--- src/rtl/cvat_pkg.sv ---
// ----------------------------------------------------------------------------
// cvat_pkg: shared definitions of the chunked voxel address translator
// Sizes, field layout of the stream words, codes, state and control types.
// ----------------------------------------------------------------------------
package cvat_pkg;

  // Sizing of the design. CHUNK_WIDTH must be a power of two.
  localparam int CHUNK_WIDTH = 64;
  localparam int MAP_CELLS   = 4096;
  localparam int CHUNK_SLOTS = 1024;

  // Field widths.
  localparam int MODE_W     = 2;
  localparam int WORLD_W    = 24;
  localparam int CELL_W     = 12;
  localparam int SLOT_W     = 10;
  localparam int BASE_W     = 28;
  localparam int STATUS_W   = 2;
  localparam int IDX_W      = 28;
  localparam int CFG_MIN_W  = 18;
  localparam int CFG_SIZE_W = 13;
  localparam int CFG_DATA_W = 18;
  localparam int CFG_IDX_W  = 3;

  // Input tdata layout, lowest field first.
  localparam int TD_WX_LSB   = 0;
  localparam int TD_WY_LSB   = TD_WX_LSB + WORLD_W;
  localparam int TD_WZ_LSB   = TD_WY_LSB + WORLD_W;
  localparam int TD_CELL_LSB = TD_WZ_LSB + WORLD_W;
  localparam int TD_OCC_LSB  = TD_CELL_LSB + CELL_W;
  localparam int TD_SLOT_LSB = TD_OCC_LSB + 1;
  localparam int TD_BASE_LSB = TD_SLOT_LSB + SLOT_W;
  localparam int IN_FIELDS_W = TD_BASE_LSB + BASE_W;
  localparam int IN_TDATA_W  = ((IN_FIELDS_W + 7) / 8) * 8;
  localparam int OUT_TDATA_W = ((IDX_W + 7) / 8) * 8;

  // Derived datapath widths.
  localparam int CHUNK_BITS    = $clog2(CHUNK_WIDTH);
  localparam int CHUNK_COORD_W = WORLD_W - CHUNK_BITS;
  localparam int OFS_W         = ((CHUNK_COORD_W > CFG_MIN_W) ? CHUNK_COORD_W : CFG_MIN_W) + 1;
  localparam int BOX_W         = CFG_SIZE_W;
  localparam int PY_W          = BOX_W + CFG_SIZE_W;
  localparam int SXY_W         = 2 * CFG_SIZE_W;
  localparam int PZ_W          = BOX_W + SXY_W;
  localparam int CELL_SUM_W    = PZ_W + 1;
  localparam int LOFF_W        = 3 * CHUNK_BITS;
  localparam int OCC_W         = 1 + SLOT_W;
  localparam int OCC_AW        = (MAP_CELLS > 1) ? $clog2(MAP_CELLS) : 1;
  localparam int BASE_AW       = (CHUNK_SLOTS > 1) ? $clog2(CHUNK_SLOTS) : 1;
  localparam int TBL_CMP_W     = 17;

  // Input modes.
  localparam logic [MODE_W-1:0] MODE_OCC_WRITE  = 2'd0;
  localparam logic [MODE_W-1:0] MODE_BASE_WRITE = 2'd1;
  localparam logic [MODE_W-1:0] MODE_TRANSLATE  = 2'd2;

  // Result status codes.
  localparam logic [STATUS_W-1:0] STATUS_RESOLVED   = 2'd0;
  localparam logic [STATUS_W-1:0] STATUS_OUTSIDE    = 2'd1;
  localparam logic [STATUS_W-1:0] STATUS_EMPTY      = 2'd2;
  localparam logic [STATUS_W-1:0] STATUS_WRITE_DONE = 2'd3;

  // Configuration register indexes.
  localparam logic [CFG_IDX_W-1:0] CFG_MIN_X  = 3'd0;
  localparam logic [CFG_IDX_W-1:0] CFG_MIN_Y  = 3'd1;
  localparam logic [CFG_IDX_W-1:0] CFG_MIN_Z  = 3'd2;
  localparam logic [CFG_IDX_W-1:0] CFG_SIZE_X = 3'd3;
  localparam logic [CFG_IDX_W-1:0] CFG_SIZE_Y = 3'd4;
  localparam logic [CFG_IDX_W-1:0] CFG_SIZE_Z = 3'd5;

  typedef enum logic [2:0] {
    ST_CLEAR,
    ST_IDLE,
    ST_CALC1,
    ST_CALC2,
    ST_CALC3,
    ST_OCC,
    ST_BASE,
    ST_FINISH
  } cvat_state_t;

  typedef struct packed {
    logic clr_step;
    logic accept;
    logic calc1;
    logic calc2;
    logic calc3;
    logic occ;
    logic base;
    logic load_out;
  } cvat_cmd_t;

  typedef struct packed {
    logic clr_last;
    logic is_translate;
  } cvat_stat_t;

endpackage

--- src/rtl/cvat_ctrl.sv ---
// ----------------------------------------------------------------------------
// cvat_ctrl: sequencer of the address translator
// Runs the clearing pass, steps one item through the datapath, owns tvalid.
// ----------------------------------------------------------------------------
module cvat_ctrl (
  input  logic                 clk,
  input  logic                 rst,
  input  logic                 in_valid,
  output logic                 in_ready,
  output logic                 out_valid,
  input  logic                 out_ready,
  input  cvat_pkg::cvat_stat_t st,
  output cvat_pkg::cvat_cmd_t  cmd
);

  cvat_pkg::cvat_state_t state, state_next;
  logic out_valid_next;
  logic out_free;

  assign out_free = !out_valid || out_ready;

  always_ff @(posedge clk) begin
    if (rst) begin
      state     <= cvat_pkg::ST_CLEAR;
      out_valid <= 1'b0;
    end else begin
      state     <= state_next;
      out_valid <= out_valid_next;
    end
  end

  always_comb begin
    state_next = state;
    unique case (state)
      cvat_pkg::ST_CLEAR: begin
        if (st.clr_last) state_next = cvat_pkg::ST_IDLE;
      end
      cvat_pkg::ST_IDLE: begin
        if (in_valid) begin
          state_next = st.is_translate ? cvat_pkg::ST_CALC1 : cvat_pkg::ST_FINISH;
        end
      end
      cvat_pkg::ST_CALC1:  state_next = cvat_pkg::ST_CALC2;
      cvat_pkg::ST_CALC2:  state_next = cvat_pkg::ST_CALC3;
      cvat_pkg::ST_CALC3:  state_next = cvat_pkg::ST_OCC;
      cvat_pkg::ST_OCC:    state_next = cvat_pkg::ST_BASE;
      cvat_pkg::ST_BASE:   state_next = cvat_pkg::ST_FINISH;
      cvat_pkg::ST_FINISH: begin
        if (out_free) state_next = cvat_pkg::ST_IDLE;
      end
      default: state_next = cvat_pkg::ST_CLEAR;
    endcase
  end

  always_comb begin
    cmd          = '0;
    in_ready     = 1'b0;
    unique case (state)
      cvat_pkg::ST_CLEAR:  cmd.clr_step = 1'b1;
      cvat_pkg::ST_IDLE: begin
        in_ready   = 1'b1;
        cmd.accept = in_valid;
      end
      cvat_pkg::ST_CALC1:  cmd.calc1 = 1'b1;
      cvat_pkg::ST_CALC2:  cmd.calc2 = 1'b1;
      cvat_pkg::ST_CALC3:  cmd.calc3 = 1'b1;
      cvat_pkg::ST_OCC:    cmd.occ   = 1'b1;
      cvat_pkg::ST_BASE:   cmd.base  = 1'b1;
      cvat_pkg::ST_FINISH: cmd.load_out = out_free;
      default: cmd = '0;
    endcase
  end

  // The output slot fills on a load and drains on a downstream transfer.
  assign out_valid_next = cmd.load_out || (out_valid && !out_ready);

endmodule

--- config.mk ---
export PLATFORM = sky130hd
export DESIGN_NAME = cvat_ctrl
export DESIGN_NICKNAME = d
export VERILOG_FILES = /design/src/rtl/cvat_pkg.sv /design/src/rtl/cvat_ctrl.sv
export SDC_FILE = /design/constraint.sdc
export NUM_CORES = 1
export LEC_CHECK = 0
export ABC_AREA = 0
export BUFFER_PORTS_ARGS = -buffer_cell sky130_fd_sc_hd__buf_2
export CAP_MARGIN = 20
export CELL_PAD_IN_SITES_DETAIL_PLACEMENT = 2
export CELL_PAD_IN_SITES_GLOBAL_PLACEMENT = 2
export CORE_MARGIN = 1
export CORE_UTILIZATION = 20
export CTS_BUF_LIST = sky130_fd_sc_hd__clkbuf_4 sky130_fd_sc_hd__clkbuf_8
export CTS_CLUSTER_DIAMETER = 60
export DETAILED_ROUTE_END_ITERATION = 12
export HOLD_SLACK_MARGIN = 0.08
export PLACE_DENSITY_LB_ADDON = 0.1
export SLEW_MARGIN = 10
export SYNTH_ARGS = -nofsm -noshare
export SYNTH_HDL_FRONTEND = slang
export SYNTH_SLANG_ARGS = --single-unit
export TNS_END_PERCENT = 30
--- constraint.sdc ---
create_clock -name clk -period 1 [get_ports clk]
set_input_delay 0.2 -clock clk [delete_from_list [all_inputs] [get_ports clk]]
set_output_delay 0.2 -clock clk [all_outputs]
set_load 0.005 [all_outputs]
==> results of run 1 <==
-- per-stage QoR --
| step | cell area (µm²) | worst slack, ns | util (%) | power [W] |
|---|---|---|---|---|
| finish | 601 | -0.273 | 45.0 | 0.000731 |
| global route | 601 | -0.346 | 45.0 | 0.000791 |
| CTS | 539 | -0.280 | 40.4 | 0.000686 |
| detailed placement | 432 | -0.192 | 32.4 | 0.000411 |
| global placement | 432 | -0.168 | 32.4 | 0.000402 |
| floorplan | 297 | 0.0106 | - | 0.000321 |
-- synthesized netlist by cell type --
cell       number
and2_1          1
nor2_1          8
buf_6           3
a21oi_1         4
mux2i_1         1
nand2b_4        1
nor3b_2         1
a2111oi_2       1
inv_1           1
dfxtp_1         4
nor2b_1         1
nand2_1         1
nor2_2          1
nor3b_1         3
nand2b_1        1
and2b_2         1
nor3_1          2
nand3_1         1
-- final cells by class --
| type | instances | area [µm²] | area share [%] |
|---|---|---|---|
| multi-input combinational | 28 | 248 | 41.3 |
| tap | 15 | 18.8 | 3.13 |
| clock buffer | 3 | 22.5 | 3.75 |
| inverter | 1 | 3.75 | 0.625 |
| sequential | 4 | 91.3 | 15.2 |
| timing repair buffer | 32 | 216 | 36.0 |
-- worst register-to-register path: cells and delay by family (launching register included) --
kind / cells / cell delay, ns
AND/OR/NAND/NOR: 1 / 0.15
AO/OA/AOI/OAI: 1 / 0.07
multiplexers: 1 / 0.23
buffers and inverters: 1 / 0.12
flip-flops: 1 / 0.40
-- power by group --
part / switching (W) / internal [W]
sequential: 0.0000328 / 0.000176
combinational: 0.000130 / 0.000188
clock: 0.0000698 / 0.000135
total: 0.000232 / 0.000499
-- cells by family (layout without fill, tap and decap cells) --
family	count (synthesis)	in the layout	share of synthesized area, %
simple gates	22	22	44.7
buf+inv	4	36	12.8
compound gates	5	5	11.9
mux	1	1	3.40
flops	4	4	27.2
-- timing repair --
action | in CTS | in global routing
pin swaps | 4 | 2
gates resized for setup | 15 | 8
setup endpoints to repair | 12 | 12
buffers inserted | 4 | 3
-- layer usage --
| metal | wire length, µm | part of all wire [%] | vias to the layer above |
|---|---|---|---|
| li1 | - | - | 185 |
| met1 | 398 | 31 | 187 |
| met2 | 801 | 63 | 14 |
| met3 | 51 | 4.0 | 4 |
| met4 | 29 | 2.3 | 0 |
| met5 | 0 | 0 | - |
-- registers in the layout (all words and copies together) (netlist names) --
| signal | flops |
|---|---|
| state | 3 |
| out_valid | 1 |
-- path summary, 6_finish.rpt --
path                  from       end  slack [ns]  cells after the start
hold / removal         rst  state[0]        0.22                      2
setup / recovery  state[1]    cmd[6]       -0.27                      4
hold reg to reg   state[2]  state[0]        0.72                      3
setup reg to reg  state[0]  state[1]       -0.09                      4
==> impl_metrics.toml, run 1 <==
[placed_design]
place_congestion = 0.647
io_buffers = 15
hpwlAfterDp_um = 776
dp.cells = 73

[setup_path]
slowest_delay_ns = 0.36
critPathMaxFanout = 6
cp_slowest_cell = "dfxtp_4"
cp-start-kind = "flip-flop"
crit_chain = "nand2b_4 > nor2_4 > and2_4 > buf_6"
timing.critical_path.buf_inv = 1
crit_type = "reg2out"
critical-path-top-delay-family = "simple AND/OR/NAND/NOR gates"
worstPathRequired_ns = 0.80
cp-end-kind = "primary output"
critPathArrivalTime_ns = 1.07

[drt]
wl_mm = 1.28
wl_per_cell_um = 15.4
drc = 0
via_per_inst = 4.70
dr.first_iter.drc_count = 2
drtAntennaViolNets = 0
dr.pass1.iters = 4
vias = 390

[sta]
slew-limit-headroom_pct = 82.3
rsz0062_at_grt = "true"
finalSetupTns_ns = -2.22
max_freq_mhz = 786
worst_pin_slew_ns = 0.264
worst_slack_ns = -0.273
whs_ns = 0.219
period_share_pct = 127
finalMaxSlewViolations = 0
finalSetupViolCount = 12
finalHoldViolations = 0
fin_skew_ns = 0.0000497
fin_crit_ns = 1.27

[finish]
diodes = 0
final_cell_mix = "15 x buf_4, 14 x buf_2, 6 x nor2_1"
areaGrowthSynthToFinish_pct = 104
nets = 76
drive_gt1_share_pct = 80.9
fin_cells = 83
fill_cells = 158
layout.cells.most_common = "buf_4"

[die]
die_x_um = 40.3
rows = 13
io_pins = 16
initial_utilization_pct = 22.0
die_h_um = 40.3
die_area_mm2 = 0.00163
core_area_mm2 = 0.00133

[cts]
clock_sinks = 4
clk_pin_slew_ns = 0.04
numCtsBuffers = 3
cts.htree.levels = 1
clk_latency_ns = 0.23
clockRootBuffer = "clkbuf_4"
ctsHoldBuffers = 0
cts_tree = "yes"
cts_buffer_depth = 2

[yosys]
synth_cells = 36
synth_top_area_share_pct = 27.2
ys_ff_latch = 4
syn_nets = 42
netlist_area_um2 = 294
ys_top_cells_by_area = "dfxtp_1 27%, buf_6 11%, nor2_1 10%"
yosys.cell_types.count = 18
synth_area_leader_cell = "dfxtp_1"
ys_seq_area_share_pct = 27.2
yosys_warnings = 0
postSynthAreaPerCell_um2 = 8.17

[global_route]
antenna_found_initial = 0
grt_pass1_vias = 399
use_met1_pct = 15.9
top_usage_layer = "met2"
grt_pass1_wl_mm = 1.73
use_met2_pct = 33.3
grt_overflow = 0
met3_usage_pct = 5.00
grt_max_degree = 10
grtUsageTotal_pct = 17.1

[power_and_ir_drop]
p_per_area_mw_per_mm2 = 1220
p_leak_nw = 0.289
peakVddDrop_v = 0.000315

[job]
maxCapViolations = 0

[status]
status = "finished with violations"
violations = "setup timing"

[min_path]
min_path_type = "in2reg"
No activity file was read; power rests on OpenSTA's default activity.
==> inputs of run 2 (changes only) <==
--- a/config.mk
+++ b/config.mk
@@ -10,11 +10,11 @@
 export CAP_MARGIN = 20
 export CELL_PAD_IN_SITES_DETAIL_PLACEMENT = 2
 export CELL_PAD_IN_SITES_GLOBAL_PLACEMENT = 2
-export CORE_MARGIN = 1
-export CORE_UTILIZATION = 20
+export CORE_AREA = 2 2 39 41
 export CTS_BUF_LIST = sky130_fd_sc_hd__clkbuf_4 sky130_fd_sc_hd__clkbuf_8
 export CTS_CLUSTER_DIAMETER = 60
 export DETAILED_ROUTE_END_ITERATION = 12
+export DIE_AREA = 0 0 41 43
 export HOLD_SLACK_MARGIN = 0.08
 export PLACE_DENSITY_LB_ADDON = 0.1
 export SLEW_MARGIN = 10
==> constraint.sdc (replaced) <==
create_clock -name clk -period 1.55 [get_ports clk]
set_input_delay 0.31 -clock clk [delete_from_list [all_inputs] [get_ports clk]]
set_output_delay 0.31 -clock clk [all_outputs]
set_load 0.005 [all_outputs]
==> run 2 against run 1 <==
The run now ends clean. Combinational power down 73%. Power down 50%. Die area up 8.3%. Non-clock buffer count down 17. Largest power group is now sequential cells. Core utilization down 17 points. Via count down 22%. Clock-buffer cell count unchanged. Routed wire length down 37%. Sequential share of layout area up 6.8 points. Cell count down 19%. Worst setup slack better by 0.37 ns. Final area down 36%.
==> impl_metrics.toml, run 2 (synthesis results as in run 1) <==
[drt]
wl_um = 804
drtAntennaViolNets = 0
dr.first_iter.drc_count = 4
drc = 0
wl_per_cell_um = 12.0
vias = 304
via_per_inst = 4.54
dr.pass1.iters = 2

[sta]
finalSetupTns_ns = 0
finalHoldViolations = 0
whs_ns = 0.263
rsz0062_at_grt = "false"
max_freq_mhz = 688
fin_skew_ns = 0.000993
worst_pin_slew_ns = 0.233
fin_crit_ns = 1.45
period_share_pct = 93.8
slew-limit-headroom_pct = 84.4
worst_slack_ns = 0.0962
finalSetupViolCount = 0
finalMaxSlewViolations = 0

[cts]
ctsHoldBuffers = 0
cts_resized = 3
clockRootBuffer = "clkbuf_4"
clk_pin_slew_ns = 0.04
post_cts_buffers = 0
cts_buffer_depth = 2
cts.htree.levels = 1
numCtsBuffers = 3
clock_sinks = 4
cts_tree = "yes"
clk_latency_ns = 0.24

[global_route]
antenna_found_initial = 0
grt_max_degree = 12
grtUsageTotal_pct = 11.0
grt_overflow = 0
grt_pass1_vias = 302
grt_pass1_wl_mm = 1.28

[die]
die_h_um = 43
initial_utilization_pct = 21.2
rows = 14
io_pins = 16
die_x_um = 41
die_area_mm2 = 0.00176
core_area_mm2 = 0.00138

[finish]
fin_area_um2 = 382
layout.cells.most_common = "buf_2"
drive_gt1_share_pct = 51.0
nets = 59
largest_register_ffs = 3
reg_top3 = "state (3), out_valid (1)"
fill_cells = 174
diodes = 0
final_cell_mix = "15 x buf_2, 8 x nor2_1, 4 x a21oi_1"
regMostFlops = "state"
areaGrowthSynthToFinish_pct = 29.8

[min_path]
min_to = "state[0]"
min_from = "rst"
min_path_type = "in2reg"
whs_path_depth = 2

[placed_design]
place_congestion = 0.698
io_buffers = 15
dpl-instance-area_um2 = 355
pre_cts_ws_ns = 0.175

[setup_path]
reg2reg_from = "state[0]"
worstPathRequired_ns = 1.24
cp-start-kind = "flip-flop"
critPathArrivalTime_ns = 1.14
r2r_cells = 3
crit_type = "reg2out"
r2r_slack_ns = 0.48
cp-end-kind = "primary output"
critPathMaxFanout = 10
reg2reg_to = "state[1]"

[power_and_ir_drop]
p_leak_nw = 0.183
p_per_area_mw_per_mm2 = 953
peakVddDrop_v = 0.000277

[status]
status = "complete, no violations"

[job]
maxCapViolations = 0
[run 2: routing by layer]
metal	wire length, µm	share of wire, %	up-vias	global-route usage, %
li1	-	-	150	-
met1	328	41	140	12.2
met2	400	50	12	16.9
met3	59	7.3	2	4.71
met4	17	2.1	0	6.00
met5	0	0	-	0
[run 2: area by class of cell]
cell class              instances  area (µm²)  area share [%]
multi-input cells              28         176            46.2
flip-flops and latches          4        83.8            22.0
repair buffers                 15        75.1            19.7
clock buffers                   3        22.5            5.90
well taps                      16        20.0            5.25
inverters                       1        3.75           0.984
[run 2: worst max-delay path, cell delays in order (launching register included)]
cell	delay (ns)
dfxtp_2	0.45
nand3_1	0.14
nor2_1	0.17
buf_2	0.14
[run 2: how the worst max path moves through the flow]
stage | cells past startpoint | from | slack [ns] | end
after floorplan | 4 | state[1] | 0.42 | cmd[6]
after global placement | 3 | state[0] | 0.20 | cmd[0]
after detailed placement | 3 | state[0] | 0.18 | cmd[0]
after CTS | 3 | state[0] | 0.08 | cmd[0]
after global routing | 3 | state[0] | 0.02 | cmd[0]
final | 3 | state[0] | 0.1 | cmd[0]
[run 2: metrics by stage]
stage / util [%] / power, W / instances
finish: 27.6 / 0.000364 / 67
CTS: 27.6 / 0.000370 / 67
global route: 27.6 / 0.000389 / 67
floorplan: - / 0.000206 / 36
detailed placement: 25.7 / 0.000228 / 64
global placement: 25.7 / 0.000225 / 64
[run 2: power breakdown]
part / switching (W) / total (W) / internal (W) / leakage (nW)
clock: 0.0000500 / 0.000137 / 0.0000871 / 0.0138
combinational: 0.0000400 / 0.0000874 / 0.0000473 / 0.135
sequential: 0.0000250 / 0.000139 / 0.000114 / 0.0338
total: 0.000115 / 0.000364 / 0.000249 / 0.183
==> inputs of run 3 (changes only) <==
--- a/config.mk
+++ b/config.mk
@@ -6,6 +6,7 @@
 export NUM_CORES = 1
 export LEC_CHECK = 0
 export ABC_AREA = 0
+export ABC_CLOCK_PERIOD_IN_PS = 1550
 export BUFFER_PORTS_ARGS = -buffer_cell sky130_fd_sc_hd__buf_2
 export CAP_MARGIN = 20
 export CELL_PAD_IN_SITES_DETAIL_PLACEMENT = 2
@@ -17,6 +18,7 @@
 export DIE_AREA = 0 0 41 43
 export HOLD_SLACK_MARGIN = 0.08
 export PLACE_DENSITY_LB_ADDON = 0.1
+export REMOVE_ABC_BUFFERS = 1
 export SLEW_MARGIN = 10
 export SYNTH_ARGS = -nofsm -noshare
 export SYNTH_HDL_FRONTEND = slang
==> run 3 against run 2 <==
Routed wire length shrank 0.12%. Die area is the same. Maximum frequency grew 0.84%. Critical path type unchanged. Register-to-register slack gained 0.03 ns. Core utilization is the same. First-iteration DRC count shrank 100%. Sequential cell count is the same. Largest power group unchanged. Power shrank 2.2%.
==> impl_metrics.toml, run 3 (synthesis results as in run 1) <==
[min_path]
min_from = "rst"
min_to = "state[0]"
min_path_type = "in2reg"
whs_path_depth = 2

[drt]
wl_per_cell_um = 12.0
wl_um = 803
drtAntennaViolNets = 0
via_per_inst = 4.43
vias = 297
drc = 0
dr.pass1.iters = 1
dr.first_iter.drc_count = 0

[placed_design]
io_buffers = 15
place_congestion = 0.696
hpwlAfterDp_um = 638
pre_cts_ws_ns = 0.205

[sta]
max_freq_mhz = 694
slew-limit-headroom_pct = 83.8
period_share_pct = 93.0
finalMaxSlewViolations = 0
finalSetupTns_ns = 0
rsz0062_at_grt = "false"
fin_crit_ns = 1.44
fin_skew_ns = 0.00443
finalSetupViolCount = 0
finalHoldViolations = 0
worst_slack_ns = 0.108
worst_pin_slew_ns = 0.243

[power_and_ir_drop]
p_leak_nw = 0.183
total_power_w = 0.000356
p_per_area_mw_per_mm2 = 932
peakVddDrop_v = 0.000307

[setup_path]
crit_type = "reg2out"
critPathArrivalTime_ns = 1.13
cp-end-kind = "primary output"
worstPathRequired_ns = 1.24
critPathMaxFanout = 10
cp-start-kind = "flip-flop"
r2r_slack_ns = 0.51
reg2reg_to = "state[0]"
r2r_cells = 3
reg2reg_from = "state[1]"

[global_route]
grt_max_degree = 12
grt_pass1_vias = 289
antenna_found_initial = 0
grt_pass1_wl_mm = 1.30
grt_overflow = 0
grtUsageTotal_pct = 11.5

[finish]
regMostFlops = "state"
nets = 59
areaGrowthSynthToFinish_pct = 29.8
fill_cells = 172
diodes = 0
largest_register_ffs = 3
drive_gt1_share_pct = 51.0
reg_top3 = "state (3), out_valid (1)"
final_cell_mix = "15 x buf_2, 8 x nor2_1, 4 x a21oi_1"
layout.cells.most_common = "buf_2"

[die]
die_area_mm2 = 0.00176
core_area_mm2 = 0.00138
rows = 14
io_pins = 16
die_h_um = 43
die_x_um = 41
initial_utilization_pct = 21.2

[cts]
cts_tree = "yes"
clockRootBuffer = "clkbuf_4"
cts.htree.levels = 1
clk_latency_ns = 0.24
clk_pin_slew_ns = 0.04
post_cts_buffers = 0
numCtsBuffers = 3
clock_sinks = 4
cts_buffer_depth = 2

[job]
maxCapViolations = 0

[status]
status = "complete, no violations"
## run 3: cell counts in the layout (fill, tap and decap cells not counted)
Identical to the previous run, type by type.
## run 3: through the flow
stage	std cells	hold WS, ns	utilization (%)	instance area (µm²)
final	67	0.274	27.6	382
after floorplan	33	0.379	-	260
after CTS	67	0.265	27.6	382
after global placement	64	0.521	25.7	355
after global routing	67	0.281	27.6	382
after detailed placement	64	0.524	25.7	355
## run 3: power breakdown
group | internal, W | switching [W]
Combinational | 0.0000474 | 0.0000394
Clock | 0.0000866 | 0.0000433
Sequential | 0.000114 | 0.0000246
Total | 0.000248 | 0.000107
## run 3: area by class of cell
type                       count  area (µm²)  area share [%]
multi-input combinational     28         176            46.2
sequential                     4        83.8            22.0
timing repair buffer          15        75.1            19.7
clock buffer                   3        22.5            5.90
tap                           16        20.0            5.25
inverter                       1        3.75           0.984
## run 3: worst max-delay path by stage
stage	from	endpoint	cells past startpoint
6_report	state[1]	cmd[6]	4
5_1_grt	state[2]	cmd[1]	3
4_1_cts	state[0]	cmd[0]	3
3_5_place_dp	state[0]	cmd[0]	3
3_3_place_gp	state[0]	cmd[0]	3
2_1_floorplan	state[0]	cmd[6]	3
## run 3: critical path: stages (launching register included)
cell      delay (ns)
dfxtp_2         0.40
nand2b_4        0.17
nor2_1          0.05
and2_1          0.15
buf_2           0.12
## run 3: layer usage
| layer | up-vias | part of all wire (%) | global-route usage [%] |
|---|---|---|---|
| met4 | 0 | 2.0 | 12.0 |
| li1 | 150 | - | - |
| met2 | 12 | 48 | 15.3 |
| met5 | - | 0 | 0 |
| met1 | 133 | 43 | 14.2 |
| met3 | 2 | 6.1 | 1.57 |
## run 3: repair_timing
item	CTS	global route
endpoints found under the setup margin	4	0
resized for setup	3	0
hold buffers	0	0
